[src/rtl/prce_pkg.sv]
`timescale 1ns / 1ps

package prce_pkg;

  localparam int MAX_COLUMNS_DEF  = 8192;
  localparam int SAMPLE_BITS_DEF  = 16;
  localparam int MAX_CHANNELS_DEF = 8;

  // configuration port
  localparam int CFG_W     = 24;
  localparam int CFG_IDX_W = 2;
  localparam int SPP_W     = 24;
  localparam int HH_W      = 12;
  localparam int COLS_W    = 14;

  localparam int OUT_W    = 13;
  localparam int CNT_W    = 17;
  localparam int BND_W    = 40;
  localparam int SPP_FRAC = 8;
  localparam int HH_MAX   = 4095;

  localparam logic [SPP_W-1:0]  SPP_MIN    = 24'd2049;
  localparam logic [SPP_W-1:0]  SPP_RESET  = 24'd16384;
  localparam logic [HH_W-1:0]   HH_RESET   = 12'd100;
  localparam logic [COLS_W-1:0] COLS_RESET = 14'd1024;

  // quotient of the mean-square divide, also the radicand of the root
  localparam int Q_W    = 2 * HH_W;
  localparam int STEP_W = $clog2(Q_W);
  localparam int HSEL_W = $clog2(HH_W);

  typedef enum logic [CFG_IDX_W-1:0] {
    CFG_SPP  = 2'd0,
    CFG_HH   = 2'd1,
    CFG_SEL  = 2'd2,
    CFG_COLS = 2'd3
  } cfg_reg_t;

  typedef enum logic [2:0] {
    ST_IDLE,
    ST_SQR,
    ST_UPD,
    ST_MUL1,
    ST_MUL2,
    ST_DIV,
    ST_ROOT,
    ST_DONE
  } state_t;

  typedef struct packed {
    logic              idle;
    logic              sqr;
    logic              upd;
    logic              mul1;
    logic              mul2;
    logic              div;
    logic              root;
    logic              done;
    logic              last;
    logic [STEP_W-1:0] step;
  } ctrl_t;

  typedef struct packed {
    logic fire;
    logic go;
    logic out_free;
  } stat_t;

endpackage

[src/rtl/prce_alu.sv]
`timescale 1ns / 1ps

module prce_alu #(
  parameter int W = 72
) (
  input  logic [W-1:0] a,
  input  logic [W-1:0] b,
  input  logic         sub,
  output logic [W-1:0] res,
  output logic         ge
);

  logic [W-1:0] b_x;

  assign b_x = sub ? ~b : b;
  // carry out of a - b is set when a >= b
  assign {ge, res} = {1'b0, a} + {1'b0, b_x} + (W + 1)'(sub);

endmodule

[src/rtl/prce_ctrl.sv]
`timescale 1ns / 1ps

module prce_ctrl (
  input  logic            clk,
  input  logic            rst_n,
  input  prce_pkg::stat_t stat,
  output prce_pkg::ctrl_t ctl
);

  import prce_pkg::*;

  state_t            state_r, state_nxt;
  logic [STEP_W-1:0] step_r, step_nxt;
  logic              last;

  assign last = (step_r == '0);

  always_ff @(posedge clk) begin
    if (!rst_n) begin
      state_r <= ST_IDLE;
      step_r  <= '0;
    end else begin
      state_r <= state_nxt;
      step_r  <= step_nxt;
    end
  end

  always_comb begin
    state_nxt = state_r;
    case (state_r)
      ST_IDLE: if (stat.fire) state_nxt = ST_SQR;
      ST_SQR:  state_nxt = ST_UPD;
      ST_UPD:  state_nxt = stat.go ? ST_MUL1 : ST_IDLE;
      ST_MUL1: if (last) state_nxt = ST_MUL2;
      ST_MUL2: if (last) state_nxt = ST_DIV;
      ST_DIV:  if (last) state_nxt = ST_ROOT;
      ST_ROOT: if (last) state_nxt = ST_DONE;
      ST_DONE: if (stat.out_free) state_nxt = ST_IDLE;
      default: state_nxt = ST_IDLE;
    endcase
  end

  // step counter, loaded with one less than the length of the next pass
  always_comb begin
    step_nxt = step_r;
    case (state_r)
      ST_UPD:  if (stat.go) step_nxt = STEP_W'(HH_W - 1);
      ST_MUL1: step_nxt = last ? STEP_W'(HH_W - 1) : step_r - 1'b1;
      ST_MUL2: step_nxt = last ? STEP_W'(Q_W - 1) : step_r - 1'b1;
      ST_DIV:  step_nxt = last ? STEP_W'(HH_W - 1) : step_r - 1'b1;
      ST_ROOT: step_nxt = last ? '0 : step_r - 1'b1;
      default: step_nxt = step_r;
    endcase
  end

  always_comb begin
    ctl      = '0;
    ctl.step = step_r;
    ctl.last = last;
    case (state_r)
      ST_IDLE: ctl.idle = 1'b1;
      ST_SQR:  ctl.sqr  = 1'b1;
      ST_UPD:  ctl.upd  = 1'b1;
      ST_MUL1: ctl.mul1 = 1'b1;
      ST_MUL2: ctl.mul2 = 1'b1;
      ST_DIV:  ctl.div  = 1'b1;
      ST_ROOT: ctl.root = 1'b1;
      ST_DONE: ctl.done = 1'b1;
      default: ctl.idle = 1'b0;
    endcase
  end

endmodule

[src/rtl/peak_rms_column_envelope.sv]
// a non-closing sample is squared and then accumulated; the input is stalled meanwhile
// a closing sample then runs on one shared adder: two 12-step multiply passes,
// a 24-step divide and a 12-step square root, before its result is registered
// no sample is taken before the last one is through; a result register on the output
// synchronous active-low reset: settings to defaults, stream restarted, no result pending
`timescale 1ns / 1ps

module peak_rms_column_envelope #(
  parameter int MAX_COLUMNS  = prce_pkg::MAX_COLUMNS_DEF,
  parameter int SAMPLE_BITS  = prce_pkg::SAMPLE_BITS_DEF,
  parameter int MAX_CHANNELS = prce_pkg::MAX_CHANNELS_DEF
) (
  input  logic                                   clk,
  input  logic                                   rst_n,
  input  logic                                   cfg_we,
  input  logic [prce_pkg::CFG_IDX_W-1:0]         cfg_index,
  input  logic [prce_pkg::CFG_W-1:0]             cfg_data,
  input  logic                                   in_valid,
  output logic                                   in_stall,
  input  logic signed [SAMPLE_BITS-1:0]          in_sample_value,
  input  logic [((MAX_CHANNELS > 1) ? $clog2(MAX_CHANNELS) : 1)-1:0] in_sample_channel,
  input  logic                                   in_end_of_data,
  output logic                                   out_valid,
  input  logic                                   out_stall,
  output logic [$clog2(MAX_COLUMNS)-1:0]         out_column_index,
  output logic [prce_pkg::OUT_W-1:0]             out_peak_height,
  output logic [prce_pkg::OUT_W-1:0]             out_rms_height,
  output logic                                   out_final_column
);

  import prce_pkg::*;

  localparam int SB     = SAMPLE_BITS;
  localparam int CH_W   = (MAX_CHANNELS > 1) ? $clog2(MAX_CHANNELS) : 1;
  localparam int COL_W  = $clog2(MAX_COLUMNS);
  localparam int CCNT_W = $clog2(MAX_COLUMNS + 1);
  localparam int POS_W  = COL_W + CNT_W;
  localparam int SQ_W   = 2 * SB + 16;
  localparam int N_W    = SQ_W + Q_W;
  localparam int SH     = 2 * (SB - 1);
  localparam int MB_W   = (SB > HH_W) ? SB : HH_W;
  localparam int PR_W   = SB + MB_W;
  localparam int BI_W   = BND_W - SPP_FRAC;
  localparam int CMP_W  = (POS_W > BI_W) ? POS_W : BI_W;
  localparam int SR_W   = HH_W + 1;

  ctrl_t ctl;
  stat_t stat;

  // configuration registers
  logic [SPP_W-1:0]  spp_r;
  logic [HH_W-1:0]   hh_r;
  logic [CH_W-1:0]   sel_r;
  logic [COLS_W-1:0] cols_r;
  logic [SPP_W-1:0]  eff_spp;

  // stream state
  logic [SB-1:0]     peak_r, peak_nxt;
  logic [SQ_W-1:0]   sum_r, sum_nxt;
  logic [CNT_W-1:0]  cnt_r, cnt_nxt;
  logic [POS_W-1:0]  pos_r, pos_nxt;
  logic [CCNT_W-1:0] col_r, col_nxt;
  logic [BND_W-1:0]  bnd_r, bnd_nxt;

  // item registers
  logic [SB-1:0]     mag_r;
  logic              hit_r;
  logic              eod_r;
  logic [2*SB-1:0]   sq_r;

  // shared-unit working registers
  logic [N_W-1:0]    acc_r;
  logic [N_W-1:0]    x_r;
  logic [Q_W-1:0]    dv_r;
  logic [CNT_W-1:0]  drem_r;
  logic [HH_W-1:0]   root_r;
  logic [SR_W-1:0]   srem_r;

  logic              out_valid_r;

  logic              fire;
  logic              in_view;
  logic [SB-1:0]     mag_in;
  logic              hit_in;
  logic [SB-1:0]     peak_upd;
  logic [SQ_W-1:0]   sum_upd;
  logic [CNT_W-1:0]  cnt_upd;
  logic [POS_W-1:0]  pos_upd;
  logic              close;
  logic              go;
  logic              out_free;
  logic              load;

  logic [CNT_W:0]    div_sh;
  logic [SR_W+1:0]   cand;
  logic [HH_W+1:0]   trial;
  logic [N_W-1:0]    alu_a, alu_b, alu_res;
  logic              alu_sub, alu_ge;

  logic [SB-1:0]     mul_a;
  logic [MB_W-1:0]   mul_b;
  logic [PR_W-1:0]   prod;

  assign fire     = in_valid && !in_stall;
  assign in_stall = ~ctl.idle;
  assign out_free = !out_valid_r || !out_stall;
  assign load     = ctl.done && out_free;

  assign eff_spp = (spp_r < SPP_MIN) ? SPP_MIN : spp_r;
  assign in_view = (32'(col_r) < 32'(cols_r)) && (32'(col_r) < 32'(MAX_COLUMNS));

  assign mag_in = in_sample_value[SB-1] ? (~$unsigned(in_sample_value) + 1'b1)
                                        : $unsigned(in_sample_value);
  assign hit_in = (in_sample_channel == sel_r) && in_view;

  assign stat = '{fire: fire, go: go, out_free: out_free};

  prce_ctrl u_ctrl (
    .clk   (clk),
    .rst_n (rst_n),
    .stat  (stat),
    .ctl   (ctl)
  );

  prce_alu #(.W(N_W)) u_alu (
    .a   (alu_a),
    .b   (alu_b),
    .sub (alu_sub),
    .res (alu_res),
    .ge  (alu_ge)
  );

  // small multiplier: square of the sample, later peak times half height
  assign mul_a = ctl.done ? peak_r : mag_r;
  assign mul_b = ctl.done ? MB_W'(hh_r) : MB_W'(mag_r);
  assign prod  = mul_a * mul_b;

  always_ff @(posedge clk) begin
    if (!rst_n) begin
      spp_r  <= SPP_RESET;
      hh_r   <= HH_RESET;
      sel_r  <= '0;
      cols_r <= COLS_RESET;
    end else if (cfg_we) begin
      case (cfg_reg_t'(cfg_index))
        CFG_SPP:  spp_r  <= cfg_data[SPP_W-1:0];
        CFG_HH:   hh_r   <= cfg_data[HH_W-1:0];
        CFG_SEL:  sel_r  <= cfg_data[CH_W-1:0];
        CFG_COLS: cols_r <= cfg_data[COLS_W-1:0];
        default:  spp_r  <= spp_r;
      endcase
    end
  end

  // accumulate step and close decision
  always_comb begin
    peak_upd = (hit_r && (mag_r > peak_r)) ? mag_r : peak_r;
    sum_upd  = hit_r ? sum_r + SQ_W'(sq_r) : sum_r;
    cnt_upd  = hit_r ? cnt_r + 1'b1 : cnt_r;
    pos_upd  = hit_r ? pos_r + 1'b1 : pos_r;
    close    = eod_r ||
               (hit_r && (CMP_W'(pos_upd) >= CMP_W'(bnd_r[BND_W-1:SPP_FRAC])));
    go       = ctl.upd && close && in_view && (cnt_upd != '0);
  end

  always_comb begin
    peak_nxt = peak_r;
    sum_nxt  = sum_r;
    cnt_nxt  = cnt_r;
    pos_nxt  = pos_r;
    col_nxt  = col_r;
    bnd_nxt  = bnd_r;
    if (ctl.upd) begin
      peak_nxt = peak_upd;
      sum_nxt  = sum_upd;
      cnt_nxt  = cnt_upd;
      pos_nxt  = pos_upd;
      // end of data with nothing to emit restarts straight away
      if (!go && eod_r) begin
        peak_nxt = '0;
        sum_nxt  = '0;
        cnt_nxt  = '0;
        pos_nxt  = '0;
        col_nxt  = '0;
        bnd_nxt  = BND_W'(eff_spp);
      end
    end else if (load) begin
      peak_nxt = '0;
      sum_nxt  = '0;
      cnt_nxt  = '0;
      col_nxt  = col_r + 1'b1;
      bnd_nxt  = bnd_r + BND_W'(eff_spp);
      if (eod_r) begin
        pos_nxt = '0;
        col_nxt = '0;
        bnd_nxt = BND_W'(eff_spp);
      end
    end
  end

  always_ff @(posedge clk) begin
    if (!rst_n) begin
      peak_r <= '0;
      sum_r  <= '0;
      cnt_r  <= '0;
      pos_r  <= '0;
      col_r  <= '0;
      bnd_r  <= BND_W'(SPP_RESET);
    end else begin
      peak_r <= peak_nxt;
      sum_r  <= sum_nxt;
      cnt_r  <= cnt_nxt;
      pos_r  <= pos_nxt;
      col_r  <= col_nxt;
      bnd_r  <= bnd_nxt;
    end
  end

  // restoring divide and root take one bit or one digit pair per cycle
  assign div_sh = {drem_r, dv_r[Q_W-1]};
  assign cand   = {srem_r, dv_r[Q_W-1:Q_W-2]};
  assign trial  = {root_r, 2'b01};

  always_comb begin
    alu_a   = '0;
    alu_b   = '0;
    alu_sub = 1'b0;
    if (ctl.mul1 || ctl.mul2) begin
      alu_a = {acc_r[N_W-2:0], 1'b0};
      alu_b = hh_r[ctl.step[HSEL_W-1:0]] ? x_r : '0;
    end else if (ctl.div) begin
      alu_a   = N_W'(div_sh);
      alu_b   = N_W'(cnt_r);
      alu_sub = 1'b1;
    end else if (ctl.root) begin
      alu_a   = N_W'(cand);
      alu_b   = N_W'(trial);
      alu_sub = 1'b1;
    end
  end

  always_ff @(posedge clk) begin
    if (fire) begin
      mag_r <= mag_in;
      hit_r <= hit_in;
      eod_r <= in_end_of_data;
    end
    if (ctl.sqr) sq_r <= prod[2*SB-1:0];
    if (go) begin
      acc_r <= '0;
      x_r   <= N_W'(sum_upd);
    end
    if (ctl.mul1) begin
      if (ctl.last) begin
        // sum times half height becomes the multiplicand of the second pass
        acc_r <= '0;
        x_r   <= alu_res;
      end else begin
        acc_r <= alu_res;
      end
    end
    if (ctl.mul2) begin
      if (ctl.last) begin
        dv_r   <= alu_res[SH +: Q_W];
        drem_r <= alu_res[SH+Q_W +: CNT_W];
      end else begin
        acc_r <= alu_res;
      end
    end
    if (ctl.div) begin
      drem_r <= alu_ge ? alu_res[CNT_W-1:0] : div_sh[CNT_W-1:0];
      dv_r   <= {dv_r[Q_W-2:0], alu_ge};
      if (ctl.last) begin
        root_r <= '0;
        srem_r <= '0;
      end
    end
    if (ctl.root) begin
      srem_r <= alu_ge ? alu_res[SR_W-1:0] : cand[SR_W-1:0];
      root_r <= {root_r[HH_W-2:0], alu_ge};
      dv_r   <= {dv_r[Q_W-3:0], 2'b00};
    end
  end

  // result register
  always_ff @(posedge clk) begin
    if (!rst_n) begin
      out_valid_r <= 1'b0;
    end else if (load) begin
      out_valid_r <= 1'b1;
    end else if (!out_stall) begin
      out_valid_r <= 1'b0;
    end
  end

  always_ff @(posedge clk) begin
    if (load) begin
      out_column_index <= col_r[COL_W-1:0];
      out_peak_height  <= prod[SB-1 +: OUT_W];
      out_rms_height   <= OUT_W'(root_r);
      out_final_column <= eod_r;
    end
  end

  assign out_valid = out_valid_r;

endmodule

[config.mk]
export PLATFORM = sky130hd
export DESIGN_NAME = peak_rms_column_envelope
export DESIGN_NICKNAME = d
export VERILOG_FILES = /design/src/rtl/prce_pkg.sv /design/src/rtl/prce_alu.sv /design/src/rtl/prce_ctrl.sv /design/src/rtl/peak_rms_column_envelope.sv
export SDC_FILE = /design/constraint.sdc
export NUM_CORES = 2
export LEC_CHECK = 0
export BUFFER_PORTS_ARGS = -buffer_cell sky130_fd_sc_hd__buf_2
export CAP_MARGIN = 10
export CORE_UTILIZATION = 55
export DETAILED_ROUTE_END_ITERATION = 6
export PLACE_DENSITY = 0.71
export SLEW_MARGIN = 10
export SYNTH_ARGS = -nofsm -noshare
export SYNTH_HDL_FRONTEND = slang
export SYNTH_SLANG_ARGS = --single-unit
[constraint.sdc]
create_clock -name clk -period 10.56 [get_ports clk]
set_input_delay 2.112 -clock clk [delete_from_list [all_inputs] [get_ports clk]]
set_output_delay 2.112 -clock clk [all_outputs]
set_load 0.01 [all_outputs]
==> flow_summary.yaml <==
outcome:
  status: "completed"
clock_tree:
  cts.sinks: 525
  cts_tree: "done"
  htreeDepth: 2
  insertion_delay_ns: 0.66
  cts_buffers: 59
  root_buffer: "clkbuf_16"
  clk_pin_slew_ns: 0.06
  cts_max_path_buffers: 3
  hold_buffers: 0
  post_cts.repair.setup_buffers: 0
  cts_resized: 0
setup_path:
  slowest_delay_ns: 0.68
  crit_fanout: 49
  end_kind: "flip-flop"
  critical_path_arrival_ns: 8.81
  r2r_cells: 27
  cp-start-kind: "flip-flop"
  critical_path_class: "reg2reg"
  crit_start: "u_ctrl.state_r[0]$_SDFFE_PN0P_"
  worst_setup_path_endpoint: "sq_r[30]$_DFFE_PP_"
  rr_endpoint: "sq_r[30]$_DFFE_PP_"
  rr_startpoint: "u_ctrl.state_r[0]$_SDFFE_PN0P_"
  cp_common_cell: "fa_1"
  crit_slowest_cell: "a21oi_1"
  worstPathRequired_ns: 11.02
  r2r_setup_slack_ns: 2.21
timing:
  hold_viol_final: 0
  worstMarginPinSlew_ns: 1.12
  min_period_over_period_pct: 79.1
  finClkSkew_ns: 0.0595
  finalCriticalPeriod_ns: 8.35
  tns_ns: 0
  setup_viol: 0
  slew_headroom_pct: 25.5
  timing.hold.ws_ns: 0.444
  max_freq_ghz: 0.120
  fin_ws_ns: 2.21
  maxSlewViolCount: 0
  rsz0062_at_grt: "no"
routing:
  top_layer: "met4"
  vias_per_cell: 6.07
  wl_met1_um: 50200
  dr.pass1.iters: 5
  met3_length_um: 7120
  post_drt_wl_per_cell_um: 19.5
  drtAntennaViolNets: 0
  vias: 35300
  wl_met2_um: 52300
  drc: 0
  drt_iter0_drc: 2738
  drt-total-wl_um: 113000
synthesis:
  syn_area_sq_mm: 0.0407
  syn_inst: 4878
  synth_area_leader_cell: "dfxtp_1"
  synth_common_cells: "nand2_1, nor2_1, a21oi_1"
  ys_types: 106
  syn_area_per_cell_sq_um: 8.35
  synth_nets: 5421
  ys_warn_count: 0
  ys_seq_area_share_pct: 29.6
  synth.most_common_cell: "nand2_1"
  yosys_most_used_dff: "dfxtp_1"
  synth.ff_latch_count: 525
  synth_edf_count: 153
  synth_top_area_share_pct: 18.3
  yosys-top-cells-area: "dfxtp_1, edfxtp_1, fa_1, ha_1, nand2_1"
  synthArstFlopShare_pct: 0
place:
  gp_congestion: 0.981
  dp_hpwl_um: 83700
  portBuffers: 91
  placed_cells: 5702
  pre_cts_slack_ns: 2.31
die:
  start_util_pct: 55.7
  core_sq_mm: 0.0731
  ioPinCount: 93
  die_width_um: 274
  fp-row-count: 99
  dieArea_sq_mm: 0.0751
  die_h_um: 274
power:
  switchingPower_mw: 7.72
  leakagePower_nw: 18.7
  clockPowerShare_pct: 13.3
  power_density_mw_per_mm2: 386
  seq_power_share_pct: 20.0
  combinationalPowerShare_pct: 66.7
  sw_frac_of_total_pct: 45.6
  intPower_mw: 9.21
  total_power_mw: 16.9
  irDropWorstVdd_mv: 0.868
finish:
  nFillCells: 6592
  final_nets: 5347
  register_area_sq_mm: 0.0120
  drive_gt1_share_pct: 6.86
  area_growth_pct: 7.84
  multiInputGateArea_sq_mm: 0.0264
  fin_cells: 5815
min_path:
  min-delay-path-class: "reg2reg"
flow_run:
  maxCapViolCount: 0
global_route:
  antenna_found_initial: 2
  grt_pass1_vias: 33600
  grt_pass1_wl_um: 181000
  gr-total-overflow: 0
  track_usage_pct: 29.9
  grt_max_degree: 73
==> critical path, delay by kind of cell, from the launching register on <==
kind	cells	cell delay, ns
AO/OA/AOI/OAI	9	2.14
buffers and inverters	5	0.58
AND/OR/NAND/NOR	6	1.56
adder cells (fa/ha/maj)	7	3.29
flip-flops	1	0.54
==> flip-flops by register name (all words and copies together) (netlist names), 16 cells and up <==
signal  flops
drem_r     17
dv_r       24
mag_r      16
pos_r      30
acc_r      71
peak_r     16
sq_r       32
spp_r      24
cnt_r      17
bnd_r      40
sum_r      48
x_r        72
==> power by group through the flow <==
| stage | Clock (mW) | Combinational, mW | Sequential, mW |
|---|---|---|---|
| final | 2.25 | 11.3 | 3.39 |
| after global routing | 2.35 | 12.8 | 3.40 |
| after CTS | 2.28 | 11.4 | 3.37 |
| after detailed placement | 0 | 11.3 | 3.41 |
| after global placement | 0 | 11.0 | 3.41 |
| after floorplan | 0 | 8.76 | 3.38 |
==> cell usage in the layout, fill, tap and decap left out, types with 20 or more instances in the layout <==
cell / count
dfxtp_1: 370
xnor2_1: 148
inv_1: 347
o21a_1: 33
and2_1: 100
nand2_1: 662
a22oi_1: 51
a22o_1: 69
a21oi_1: 402
o21ai_0: 254
o31ai_1: 39
fa_1: 197
buf_2: 91
ha_1: 295
a21o_1: 121
a31oi_1: 42
and3_1: 78
nand3_1: 73
edfxtp_1: 153
xor2_1: 78
or3_1: 26
nor3_1: 53
o22ai_1: 52
or2_2: 20
clkbuf_16: 62
nor4_1: 21
o21bai_1: 33
nor2_1: 402
buf_4: 56
a211oi_1: 40
mux2i_1: 49
nand4_1: 72
nand2b_1: 22
==> layout make-up <==
cell class                 count  area share, %
clock inverter                33           1.02
tap                          959           2.73
multi-input combinational   3723           60.0
clock buffer                  79           3.79
timing repair buffer         147           1.99
sequential                   525           27.4
antenna                        1        0.00570
inverter                     348           2.98
==> layer usage <==
| layer | track usage [%] | vias up |
|---|---|---|
| met5 | 0 | - |
| met4 | 9.87 | 0 |
| met3 | 3.80 | 190 |
| met2 | 49.1 | 1165 |
| met1 | 40.7 | 17000 |
| li1 | - | 17000 |
==> worst min-delay path by stage <==
stage | start | end | slack, ns | cells past startpoint
2_1_floorplan | acc_r[21]$_DFF_P_ | acc_r[21]$_DFF_P_ | 0.42 | 2
3_5_place_dp | acc_r[26]$_DFF_P_ | acc_r[26]$_DFF_P_ | 0.44 | 2
5_1_grt | acc_r[26]$_DFF_P_ | acc_r[26]$_DFF_P_ | 0.47 | 2
6_report | acc_r[27]$_DFF_P_ | acc_r[27]$_DFF_P_ | 0.44 | 2
3_3_place_gp | acc_r[26]$_DFF_P_ | acc_r[26]$_DFF_P_ | 0.43 | 2
4_1_cts | acc_r[26]$_DFF_P_ | acc_r[26]$_DFF_P_ | 0.45 | 2
==> cell families (layout without fill, tap and decap cells) <==
family                     Yosys count  count (layout)  share of synthesized area [%]
other                                1               2                        0.00921
AOI/OAI and AO/OA                 1306            1306                           20.6
buffers and inverters              630             607                           5.98
xor gates and xnor gates           227             227                           4.88
and+or+nand+nor                   1638            1638                           18.6
muxes                               59              59                           1.56
adders and majority gates          492             492                           18.8
DFF                                525             525                           29.6
==> per-stage QoR <==
stage,instance area [sq um],utilization (%)
floorplan,40700,-
global placement,41800,57.2
detailed placement,41800,57.2
CTS,43900,60.1
global route,43900,60.1
finish,43900,60.1
No activity file was read; power rests on OpenSTA's default activity.
